**config.mk**
```make
export PLATFORM = sky130hd
export DESIGN_NAME = coefficient_bit_unpacker_top
export DESIGN_NICKNAME = d
export VERILOG_FILES = /design/src/rtl/core/cbu_pkg.sv /design/src/rtl/core/coefficient_bit_unpacker_top.sv /design/src/rtl/core/cbu_byte_queue.sv /design/src/rtl/core/cbu_extract.sv
export SDC_FILE = /design/constraint.sdc
export NUM_CORES = 1
export LEC_CHECK = 0
export BUFFER_PORTS_ARGS = -buffer_cell sky130_fd_sc_hd__buf_2
export CAP_MARGIN = 5
export CORE_MARGIN = 2
export CORE_UTILIZATION = 50
export DETAILED_ROUTE_END_ITERATION = 10
export PLACE_DENSITY = 0.68
export SYNTH_ARGS = -nofsm -noshare
export SYNTH_HDL_FRONTEND = slang
export SYNTH_SLANG_ARGS = --single-unit
```
**constraint.sdc**
```tcl
create_clock -name clock -period 10.3 [get_ports clock]
set_clock_uncertainty 0.2 [all_clocks]
set_input_delay 2.06 -clock clock [delete_from_list [all_inputs] [get_ports clock]]
set_output_delay 2.06 -clock clock [all_outputs]
set_load 0.1 [all_outputs]
```
**src/rtl/core/cbu_pkg.sv**
```systemverilog
// Shared types and constants of the coefficient bit unpacker.
package cbu_pkg;

   localparam int BYTE_W       = 8;
   localparam int COEFF_W      = 12;
   localparam int CFG_W        = 4;
   localparam int BUF_W        = 19;
   localparam int CNT_W        = 5;
   localparam int QUEUE_DEPTH  = 2;
   localparam int DEF_POLY_LEN = 256;
   localparam int DEF_MODULUS  = 3329;

   localparam logic [CFG_W-1:0] FULL_WIDTH = CFG_W'(12);
   localparam logic [CFG_W-1:0] MIN_WIDTH  = CFG_W'(1);

   // Head entry of the byte queue as the extraction stage sees it.
   typedef struct packed {
      logic              valid;
      logic [BYTE_W-1:0] data;
   } byte_slot_type;

endpackage

```
**src/rtl/core/coefficient_bit_unpacker_top.sv**
```systemverilog
// Top level of the coefficient bit unpacker: byte queue followed by the extraction stage.
//
// The unpacker turns a byte stream into coefficients of 1 to 12 bits, least significant
// bit first, reducing each 12-bit coefficient once by MODULUS and wrapping the coefficient
// index after POLY_LEN coefficients, at which point any bits left over are dropped. At
// widths of 8 to 12 bits it takes one byte every cycle while the result register is free;
// below 8 bits a byte yields up to 8/width coefficients, rounded up, and the extraction
// stage produces one per cycle while the result register is free, taking another byte
// only once the bits held cannot form another coefficient. A two-entry byte queue lets
// input transfers continue while a result waits on rsp_ready. A write on the csr channel
// sets the width (0 acts as 1, 13 to 15 act as 12) and starts a new polynomial; write it
// only while the block is idle. There is no clearing pass after reset.
module coefficient_bit_unpacker_top #(
   parameter int POLY_LEN = cbu_pkg::DEF_POLY_LEN,
   parameter int MODULUS  = cbu_pkg::DEF_MODULUS
) (
   input  logic                        clock,
   input  logic                        reset,
   input  logic                        csr_valid,
   output logic                        csr_ready,
   input  logic [cbu_pkg::CFG_W-1:0]   csr_coeff_bits,
   input  logic                        req_valid,
   output logic                        req_ready,
   input  logic [cbu_pkg::BYTE_W-1:0]  req_data_byte,
   output logic                        rsp_valid,
   input  logic                        rsp_ready,
   output logic [cbu_pkg::COEFF_W-1:0] rsp_coefficient,
   output logic                        rsp_last_from_byte,
   output logic                        rsp_last_of_poly
);
   import cbu_pkg::*;

   byte_slot_type head;
   logic          pop;

   assign csr_ready = 1'b1;

   cbu_byte_queue u_queue (
      .clock         (clock),
      .reset         (reset),
      .req_valid     (req_valid),
      .req_ready     (req_ready),
      .req_data_byte (req_data_byte),
      .head          (head),
      .pop           (pop)
   );

   cbu_extract #(
      .POLY_LEN (POLY_LEN),
      .MODULUS  (MODULUS)
   ) u_extract (
      .clock              (clock),
      .reset              (reset),
      .csr_valid          (csr_valid),
      .csr_coeff_bits     (csr_coeff_bits),
      .head               (head),
      .pop                (pop),
      .rsp_valid          (rsp_valid),
      .rsp_ready          (rsp_ready),
      .rsp_coefficient    (rsp_coefficient),
      .rsp_last_from_byte (rsp_last_from_byte),
      .rsp_last_of_poly   (rsp_last_of_poly)
   );

endmodule

```
**src/rtl/core/cbu_byte_queue.sv**
```systemverilog
// Front part: accepts packed bytes and holds them in a short queue.
module cbu_byte_queue (
   input  logic                        clock,
   input  logic                        reset,
   input  logic                        req_valid,
   output logic                        req_ready,
   input  logic [cbu_pkg::BYTE_W-1:0]  req_data_byte,
   output cbu_pkg::byte_slot_type      head,
   input  logic                        pop
);
   import cbu_pkg::*;

   localparam int PTR_W = (QUEUE_DEPTH > 1) ? $clog2(QUEUE_DEPTH) : 1;
   localparam int OCC_W = $clog2(QUEUE_DEPTH + 1);

   logic [BYTE_W-1:0] slot_ff [QUEUE_DEPTH];
   logic [PTR_W-1:0]  wr_ptr_ff, wr_ptr_in;
   logic [PTR_W-1:0]  rd_ptr_ff, rd_ptr_in;
   logic [OCC_W-1:0]  occ_ff, occ_in;
   logic              push;
   logic              do_pop;

   assign req_ready = (occ_ff != OCC_W'(QUEUE_DEPTH));
   assign push      = req_valid && req_ready;
   assign do_pop    = pop && (occ_ff != '0);

   assign head.valid = (occ_ff != '0);
   assign head.data  = slot_ff[rd_ptr_ff];

   always_comb begin
      wr_ptr_in = wr_ptr_ff;
      rd_ptr_in = rd_ptr_ff;
      occ_in    = occ_ff;
      if (push) begin
         wr_ptr_in = (wr_ptr_ff == PTR_W'(QUEUE_DEPTH - 1)) ? '0 : wr_ptr_ff + PTR_W'(1);
      end
      if (do_pop) begin
         rd_ptr_in = (rd_ptr_ff == PTR_W'(QUEUE_DEPTH - 1)) ? '0 : rd_ptr_ff + PTR_W'(1);
      end
      if (push && !do_pop) begin
         occ_in = occ_ff + OCC_W'(1);
      end else if (do_pop && !push) begin
         occ_in = occ_ff - OCC_W'(1);
      end
   end

   always_ff @(posedge clock) begin
      if (reset) begin
         wr_ptr_ff <= '0;
         rd_ptr_ff <= '0;
         occ_ff    <= '0;
      end else begin
         wr_ptr_ff <= wr_ptr_in;
         rd_ptr_ff <= rd_ptr_in;
         occ_ff    <= occ_in;
      end
   end

   always_ff @(posedge clock) begin
      if (push) begin
         slot_ff[wr_ptr_ff] <= req_data_byte;
      end
   end

   a_occ_bounded: assert property (@(posedge clock) disable iff (reset)
      occ_ff <= OCC_W'(QUEUE_DEPTH))
      else $error("byte queue occupancy beyond its depth");

   a_no_pop_empty: assert property (@(posedge clock) disable iff (reset)
      (occ_ff == '0 && !push) |=> (occ_ff == '0))
      else $error("byte queue gained an entry without a transfer");

   a_ptr_gap: assert property (@(posedge clock) disable iff (reset)
      (occ_ff == '0 || occ_ff == OCC_W'(QUEUE_DEPTH)) |-> (wr_ptr_ff == rd_ptr_ff))
      else $error("byte queue pointers disagree with occupancy");

endmodule

```
**src/rtl/core/cbu_extract.sv**
```systemverilog
// Back part: bit buffer, coefficient extraction, reduction and result register.
module cbu_extract #(
   parameter int POLY_LEN = cbu_pkg::DEF_POLY_LEN,
   parameter int MODULUS  = cbu_pkg::DEF_MODULUS
) (
   input  logic                        clock,
   input  logic                        reset,
   input  logic                        csr_valid,
   input  logic [cbu_pkg::CFG_W-1:0]   csr_coeff_bits,
   input  cbu_pkg::byte_slot_type      head,
   output logic                        pop,
   output logic                        rsp_valid,
   input  logic                        rsp_ready,
   output logic [cbu_pkg::COEFF_W-1:0] rsp_coefficient,
   output logic                        rsp_last_from_byte,
   output logic                        rsp_last_of_poly
);
   import cbu_pkg::*;

   localparam int IDX_W = $clog2(POLY_LEN);
   localparam logic [IDX_W-1:0]   LAST_IDX = IDX_W'(POLY_LEN - 1);
   localparam logic [COEFF_W-1:0] MOD_VAL  = COEFF_W'(MODULUS);

   logic [CFG_W-1:0]   width_ff, width_in;
   logic [BUF_W-1:0]   buf_ff, buf_in;
   logic [CNT_W-1:0]   count_ff, count_in;
   logic [IDX_W-1:0]   idx_ff, idx_in;
   logic               out_valid_ff, out_valid_in;
   logic [COEFF_W-1:0] out_coeff_ff;
   logic               out_last_byte_ff;
   logic               out_last_poly_ff;

   logic               need_byte;
   logic               load;
   logic [BUF_W-1:0]   merged;
   logic [CNT_W-1:0]   merged_count;
   logic [CNT_W-1:0]   width_ext;
   logic [CNT_W-1:0]   rest_count;
   logic [COEFF_W-1:0] mask;
   logic [COEFF_W-1:0] raw;
   logic [COEFF_W-1:0] reduced;
   logic               out_free;
   logic               emit;
   logic               poly_end;
   logic               last_byte;
   logic [CFG_W-1:0]   new_width;

   assign width_ext    = {{(CNT_W-CFG_W){1'b0}}, width_ff};
   assign need_byte    = (count_ff < width_ext);
   assign load         = need_byte && head.valid;
   assign pop          = load;
   assign merged       = load ? (buf_ff | ({{(BUF_W-BYTE_W){1'b0}}, head.data} << count_ff))
                              : buf_ff;
   assign merged_count = load ? (count_ff + CNT_W'(BYTE_W)) : count_ff;
   assign rest_count   = merged_count - width_ext;

   assign out_free = !out_valid_ff || rsp_ready;
   assign emit     = (merged_count >= width_ext) && out_free;
   assign poly_end = (idx_ff == LAST_IDX);
   // Byte used up at poly end or once the bits left cannot form another coeff.
   assign last_byte = poly_end || (rest_count < width_ext);

   assign mask    = ~({COEFF_W{1'b1}} << width_ff);
   assign raw     = merged[COEFF_W-1:0] & mask;
   assign reduced = ((width_ff == FULL_WIDTH) && (raw >= MOD_VAL)) ? (raw - MOD_VAL) : raw;

   always_comb begin
      if (csr_coeff_bits == '0) begin
         new_width = MIN_WIDTH;
      end else if (csr_coeff_bits > FULL_WIDTH) begin
         new_width = FULL_WIDTH;
      end else begin
         new_width = csr_coeff_bits;
      end
   end

   always_comb begin
      width_in     = width_ff;
      buf_in       = merged;
      count_in     = merged_count;
      idx_in       = idx_ff;
      out_valid_in = out_valid_ff && !rsp_ready;
      if (emit) begin
         out_valid_in = 1'b1;
         if (poly_end) begin
            buf_in   = '0;
            count_in = '0;
            idx_in   = '0;
         end else begin
            buf_in   = merged >> width_ff;
            count_in = rest_count;
            idx_in   = idx_ff + IDX_W'(1);
         end
      end
      // A register write starts a new polynomial.
      if (csr_valid) begin
         width_in = new_width;
         buf_in   = '0;
         count_in = '0;
         idx_in   = '0;
      end
   end

   always_ff @(posedge clock) begin
      if (reset) begin
         width_ff     <= FULL_WIDTH;
         buf_ff       <= '0;
         count_ff     <= '0;
         idx_ff       <= '0;
         out_valid_ff <= 1'b0;
      end else begin
         width_ff     <= width_in;
         buf_ff       <= buf_in;
         count_ff     <= count_in;
         idx_ff       <= idx_in;
         out_valid_ff <= out_valid_in;
      end
   end

   always_ff @(posedge clock) begin
      if (emit) begin
         out_coeff_ff     <= reduced;
         out_last_byte_ff <= last_byte;
         out_last_poly_ff <= poly_end;
      end
   end

   assign rsp_valid          = out_valid_ff;
   assign rsp_coefficient    = out_coeff_ff;
   assign rsp_last_from_byte = out_last_byte_ff;
   assign rsp_last_of_poly   = out_last_poly_ff;

   a_count_bounded: assert property (@(posedge clock) disable iff (reset)
      count_ff < width_ext + CNT_W'(BYTE_W))
      else $error("bit count exceeds what one byte can leave");

   a_poly_end_clears: assert property (@(posedge clock) disable iff (reset)
      (emit && poly_end) |=> (count_ff == '0 && idx_ff == '0 && buf_ff == '0))
      else $error("bit buffer not emptied at the end of a polynomial");

   a_more_from_byte: assert property (@(posedge clock) disable iff (reset)
      (emit && !last_byte && !csr_valid) |=> (count_ff >= width_ext))
      else $error("coefficient flagged as not last but no bits remain");

   a_last_poly_marks_byte: assert property (@(posedge clock) disable iff (reset)
      (out_valid_ff && out_last_poly_ff) |-> out_last_byte_ff)
      else $error("end of polynomial without end of byte");

endmodule

```
# Word-level counts from Yosys, hierarchy flattened
# Memory sizes are Yosys's and may differ from the RTL's. A register that Yosys moved wholly into a read port is not among the register bits.
# Index checks and enable logic that the tools add are counted.
# word_totals
ramBits	16
output_inout_bits	17
reg_bits	55
wordCells	71
in_bits	17
memories	1
# op_classes
add_sub_neg	8
n_mux	19
n_reduce_logical	18
order_cmp	5
bitwise_logic	3
shift	3
n_eq_ne	3
# memory_table
memory	words	width	read_ports	rd_ports_with_merged_regs	write_ports	line	text
u_queue.slot_ff	2	8	1	1	1	cbu_byte_queue.sv:16	logic [BYTE_W-1:0] slot_ff [QUEUE_DEPTH];
# op_table
operator	count
19-bit two-way mux	3
19-bit bitwise OR	1
8-bit by 5-bit left shift with 19-bit output	1
19-bit by 4-bit right shift with 19-bit output	1
5-bit two-way mux	3
12-bit bitwise AND	1
12-bit >= comparator, second input constant	1
12-bit two-way mux	1
12-bit NOT	1
12-bit by 4-bit left shift with 12-bit output, first input constant	1
12-bit subtractor, second input constant	1
5-bit by 4-bit < comparator with 1-bit output	2
8-bit by 1-bit adder with 8-bit output, second input constant	1
8-bit == test, second input constant	1
1-bit logical AND	8
4-bit two-way mux	2
8-bit two-way mux	1
1-bit two-way mux	7
5-bit by 4-bit adder with 5-bit output, second input constant	1
5-bit by 4-bit >= comparator with 1-bit output	1
5-bit by 4-bit subtractor with 5-bit output	1
4-bit == test, second input constant	1
4-bit greater-than comparator, second input constant	1
1-bit logical NOT	4
9 further kinds	13

# Depth between registers and ports, before layout
# logic_depth
ltp_word	7
mapped_depth	21
ltp_nobuf	17

# By module
# Synthesis repeated with hierarchy kept, for this count alone.
# unflattened
hier_cells	599
area_unflattened_um2	5332.6
# modules_own_cells
mod	area_each_um2	seq_area_each_um2	cells_each	n_inst
cbu_extract	4515.6	1161.1	548	1
cbu_byte_queue	805.8	580.6	49	1
coefficient_bit_unpacker_top	11.3	0.0	2	1

# Least setup slack after synthesis
# No wires, ideal clock.
# synth_path
path_type	register -> register
from	register u_extract.width_ff[1]
to	register u_extract.buf_ff[10]
required_ps	9980
arrival_time_ps	4618
stages_incl_launch_ff	21
n_path_buf	5
period_less_slack_ps	4938
setup_time_ps	120
slack_ps	5362
path_cell_list	dfxtp_1 clkbuf_1 inv_1 clkbuf_1 clkbuf_1 ha_1 nor2b_1 o221a_2 buf_2 nor2_2 inv_1 nand2_1 nand2_1 ha_1 o21ai_0 o21ba_2 a21o_1 inv_1 clkbuf_1 nor2_1 o31a_1
# synth_via
elab_chain_cells	6
word_cells_on_any_way	9
classes_between	order compare (2); shift (1); mux (4); reduce/logical (2)
# synth_lines
item	line	text
start, declared	cbu_extract.sv:24	logic [CFG_W-1:0] width_ff, width_in;
start signal, assigned	cbu_extract.sv:112	width_ff <= width_in;
5-bit by 4-bit < comparator with 1-bit output	cbu_extract.sv:49	assign need_byte = (count_ff < width_ext);
1-bit logical AND	cbu_extract.sv:50	assign load = need_byte && head.valid;
5-bit two-way mux	cbu_extract.sv:54	assign merged_count = load ? (count_ff + CNT_W'(BYTE_W)) : count_ff;
5-bit by 4-bit >= comparator with 1-bit output (*)	cbu_extract.sv:58	assign emit = (merged_count >= width_ext) && out_free;
1-bit logical AND (*)	cbu_extract.sv:58	
net u_extract.emit	cbu_extract.sv:43	logic emit;
19-bit two-way mux (*)	cbu_extract.sv:83	if (emit) begin
end signal, assigned	cbu_extract.sv:113	buf_ff <= buf_in;
end, declared	cbu_extract.sv:25	logic [BUF_W-1:0] buf_ff, buf_in;
# The timed path passes the listed nets; every way through them passes the cells marked *.
# A chain may end at the register's enable or synchronous reset.

# Worst setup path in the final report
# layout_path
from	register u_extract.width_ff[3]
to	register u_extract.buf_ff[1]
# layout_via
elab_chain_cells	6
word_cells_on_any_way	9
classes_between	order compare (2); shift (1); mux (4); reduce/logical (2)
# layout_lines
item	line
5-bit by 4-bit < comparator with 1-bit output	cbu_extract.sv:49
1-bit logical AND	cbu_extract.sv:50
19-bit two-way mux or 5-bit two-way mux (tied branches)	cbu_extract.sv:52, cbu_extract.sv:54
19-bit by 4-bit right shift with 19-bit output or 5-bit by 4-bit >= comparator with 1-bit output (tied branches)	cbu_extract.sv:90, cbu_extract.sv:58
19-bit two-way mux or 1-bit logical AND (tied branches)	cbu_extract.sv:85, cbu_extract.sv:58
19-bit two-way mux (*)	cbu_extract.sv:83
# Mark *: on every way between the ends. The rest lies on a longest branch, timed or not.

==> impl_metrics.env <==
export IMPL_gp_congestion=1.01
export IMPL_ys_seq_area_frac=0.334
export IMPL_synth_area_leaders="edfxtp_1, dfxtp_1, mux4_2"
export IMPL_worst_slew_pin_slew_ps=1080
export IMPL_path_class="flop to flop"
export IMPL_switchingPower_mw=0.887
export IMPL_fin_hold_ws_ps=309
export IMPL_wl_per_cell_um=21.5
export IMPL_crit_arrival_ps=5630
export IMPL_total_leakage_power_nw=2.09
export IMPL_rsz0062_at_grt="false"
export IMPL_end_kind="flop"
export IMPL_clk_pin_slew_ps=80
export IMPL_setup_viol=0
export IMPL_htree_num_levels=3
export IMPL_wl_mm=15.8
export IMPL_num_io_pins=34
export IMPL_vias=4903
export IMPL_crit_required_ps=10340
export IMPL_fin_crit_ps=5590
export IMPL_final_hold_violation_count=0
export IMPL_yosysWarnings=0
export IMPL_synth_most_common_cell="nor2_1"
export IMPL_reg2reg_depth=17
export IMPL_cts_setup_buffers=0
export IMPL_slew_viol_final=0
export IMPL_path_buf_inv=3
export IMPL_place_area_sq_um=5440
export IMPL_detailed_place_hpwl_mm=11.4
export IMPL_netlist_top_cell_by_area="edfxtp_1"
export IMPL_syn_cell_area_sq_um=5210
export IMPL_combPwrFrac=0.600
export IMPL_initial_utilization=0.510
export IMPL_rrSetupSlack_ps=4710
export IMPL_synth_cell_types=79
export IMPL_worstSkewPairLatency_ps=360
export IMPL_maxClockFrequency_mhz=179
export IMPL_num_rows=37
export IMPL_maxSlewHeadroom=0.277
export IMPL_area_growth_pct=8.30
export IMPL_drv_cap=0
export IMPL_critical_path_top_delay_family="simple AND/OR/NAND/NOR gates"
export IMPL_cts_tree="built"
export IMPL_cts_root_buf="clkbuf_8"
export IMPL_drive_above_1_share=0.172
export IMPL_synth_ff_type="dfxtp_1"
export IMPL_syn_inst=579
export IMPL_start_kind="flop"
export IMPL_slowest_delay_ps=710
export IMPL_cp_cell_sequence="inv_1 > ha_1 > nor2_1 > nand2_1 > nor2_2 > inv_1 > nand2_1 > nand2_1 > ha_1 > o21ai_0 > o21ba_2 > a21o_1 > inv_1 > nand3_1 > o22ai_1 > o21ai_0 > nand3_1"
export IMPL_dr_first_iter_drc_count=642
export IMPL_synth_common_cells="nor2_1, nand2_1, dfxtp_1"
export IMPL_core_area_sq_um=10200
export IMPL_drc=0
export IMPL_seqPwrFrac=0.260
export IMPL_reg2reg_from="u_extract.width_ff[3]$_SDFFE_PP1P_"
export IMPL_finalNonFillerCells=734
export IMPL_die_w_um=106
export IMPL_synth_avg_cell_area_sq_um=9.00
export IMPL_power_share_clock=0.140
export IMPL_r2r_end="u_extract.buf_ff[1]$_SDFF_PP0_"
export IMPL_holdBufCountCts=0
export IMPL_design_area_sq_um=5650
export IMPL_crit_slowest_cell="dfxtp_1"
export IMPL_antenna_found_initial=0
export IMPL_post_cts_resize_count=0
export IMPL_async_flop_share=0
export IMPL_portBuffers=32
export IMPL_hold_class="flop to flop"
export IMPL_final_nets=624
export IMPL_clockBufferDepth=2
export IMPL_drtPass1Iterations=6
export IMPL_sw_frac_of_total=0.530
export IMPL_clock_sinks=72
export IMPL_synth_edf_count=30
export IMPL_worstHoldStart="u_queue.occ_ff[1]$_SDFFE_PP0P_"
export IMPL_synth_top_area_frac=0.173
export IMPL_status="finished, final reports clean"
export IMPL_grt_pass1_wl_mm=24.7
export IMPL_fin_crit_sh=0.543
export IMPL_antenna_left=0
export IMPL_grt_max_degree=32
export IMPL_dp_cells=718
export IMPL_die_area_sq_um=11300
export IMPL_holdPathStages=2
export IMPL_grt_ovfl_total=0
export IMPL_cts_buffers=9
export IMPL_peakVddDrop_mv=0.203
export IMPL_die_h_um=106
export IMPL_worstPathMaxFanout=25
export IMPL_syn_num_nets=610
export IMPL_grt_pass1_vias=4556
export IMPL_total_power_mw=1.67
export IMPL_p_int_mw=0.787
export IMPL_power_density_nw_per_um2=296
export IMPL_synth_seq_cells=72
export IMPL_fin_tns_setup_ps=0
export IMPL_antenna_cells=0
export IMPL_track_usage=0.284
export IMPL_via_per_inst=6.68
export IMPL_min_to="u_queue.occ_ff[1]$_SDFFE_PP0P_"
[placed cells by master, fill, tap and decap left out, types with 10 or more instances in the layout]
cell	count
a211oi_1	12
a21oi_1	35
a31oi_1	10
buf_2	32
dfxtp_1	42
edfxtp_1	30
ha_1	13
inv_1	14
mux2i_1	20
mux4_2	15
nand2_1	44
nand3_1	20
nor2_1	66
nor2b_1	10
nor3_1	19
o21ai_0	20
or3_1	11
xnor2_1	10
[power groups by stage]
stage | registers (mW) | clock network, mW | logic, mW
final | 0.436 | 0.234 | 1.00
after global routing | 0.443 | 0.248 | 1.06
after CTS | 0.435 | 0.236 | 0.985
after detailed placement | 0.440 | 0 | 0.980
after global placement | 0.438 | 0 | 0.974
after floorplan | 0.635 | 0 | 0.570
[final cells by class]
cell class                      count  area, sq um
Fill cell                         958         4580
Clock buffer                       13          181
Inverter                           16         60.1
Sequential cell                    72         1740
Tap cell                          136          170
Multi-Input combinational cell    453         3240
Timing Repair Buffer               41          228
Clock inverter                      3         21.3
[per-stage QoR]
step / util / worst slack, ps
final: 0.552 / 4710
after global routing: 0.552 / 4360
after detailed placement: 0.532 / 4830
after floorplan: - / 5360
after CTS: 0.552 / 4800
after global placement: 0.532 / 5120
[kinds of logic after synthesis]
family          Yosys count  synth area share
simple gates            215             0.198
compound gates          160             0.224
flops                    72             0.334
buf+inv                  54            0.0437
mux                      45             0.133
xor+xnor                 18            0.0302
fa+ha+maj                14            0.0350
other cells               1          0.000719
[per-layer routing]
metal | vias to the layer above | part of all wire | track usage
met5 | - | 0 | 0
met4 | 0 | 0.040 | 0.131
met3 | 51 | 0.085 | 0.0552
met2 | 279 | 0.46 | 0.441
met1 | 2345 | 0.42 | 0.384
li1 | 2228 | - | -
[worst max path at each step]
stage                                                  start  slack, ps                         endpoint  cells after the start
after floorplan           u_extract.width_ff[1]$_SDFFE_PP0P_       5360  u_extract.buf_ff[10]$_SDFF_PP0_                     20
after global placement    u_extract.count_ff[0]$_SDFFE_PP0P_       5120   u_extract.buf_ff[1]$_SDFF_PP0_                     17
after detailed placement  u_extract.count_ff[0]$_SDFFE_PP0P_       4830   u_extract.buf_ff[1]$_SDFF_PP0_                     17
after CTS                 u_extract.count_ff[0]$_SDFFE_PP0P_       4800   u_extract.buf_ff[1]$_SDFF_PP0_                     17
after global routing      u_extract.count_ff[0]$_SDFFE_PP0P_       4360   u_extract.buf_ff[1]$_SDFF_PP0_                     17
final                     u_extract.width_ff[3]$_SDFFE_PP1P_       4710   u_extract.buf_ff[1]$_SDFF_PP0_                     17
[tightest hold or removal path: stages, from the launching register on]
cell	delay (ps)
dfxtp_1	330
o21ai_0	80
a21oi_1	60
[state kept, by name (all words and copies together) (netlist names), named ones only]
signal	count
u_extract.buf_ff	19
u_extract.count_ff	5
u_extract.idx_ff	8
u_extract.rsp_coefficient	12
u_extract.rsp_last_from_byte	1
u_extract.rsp_last_of_poly	1
u_extract.rsp_valid	1
u_extract.width_ff	4
u_queue.occ_ff	2
u_queue.rd_ptr_ff	1
u_queue.slot_ff	16
u_queue.wr_ptr_ff	1
(Power assumes the default switching activity.)
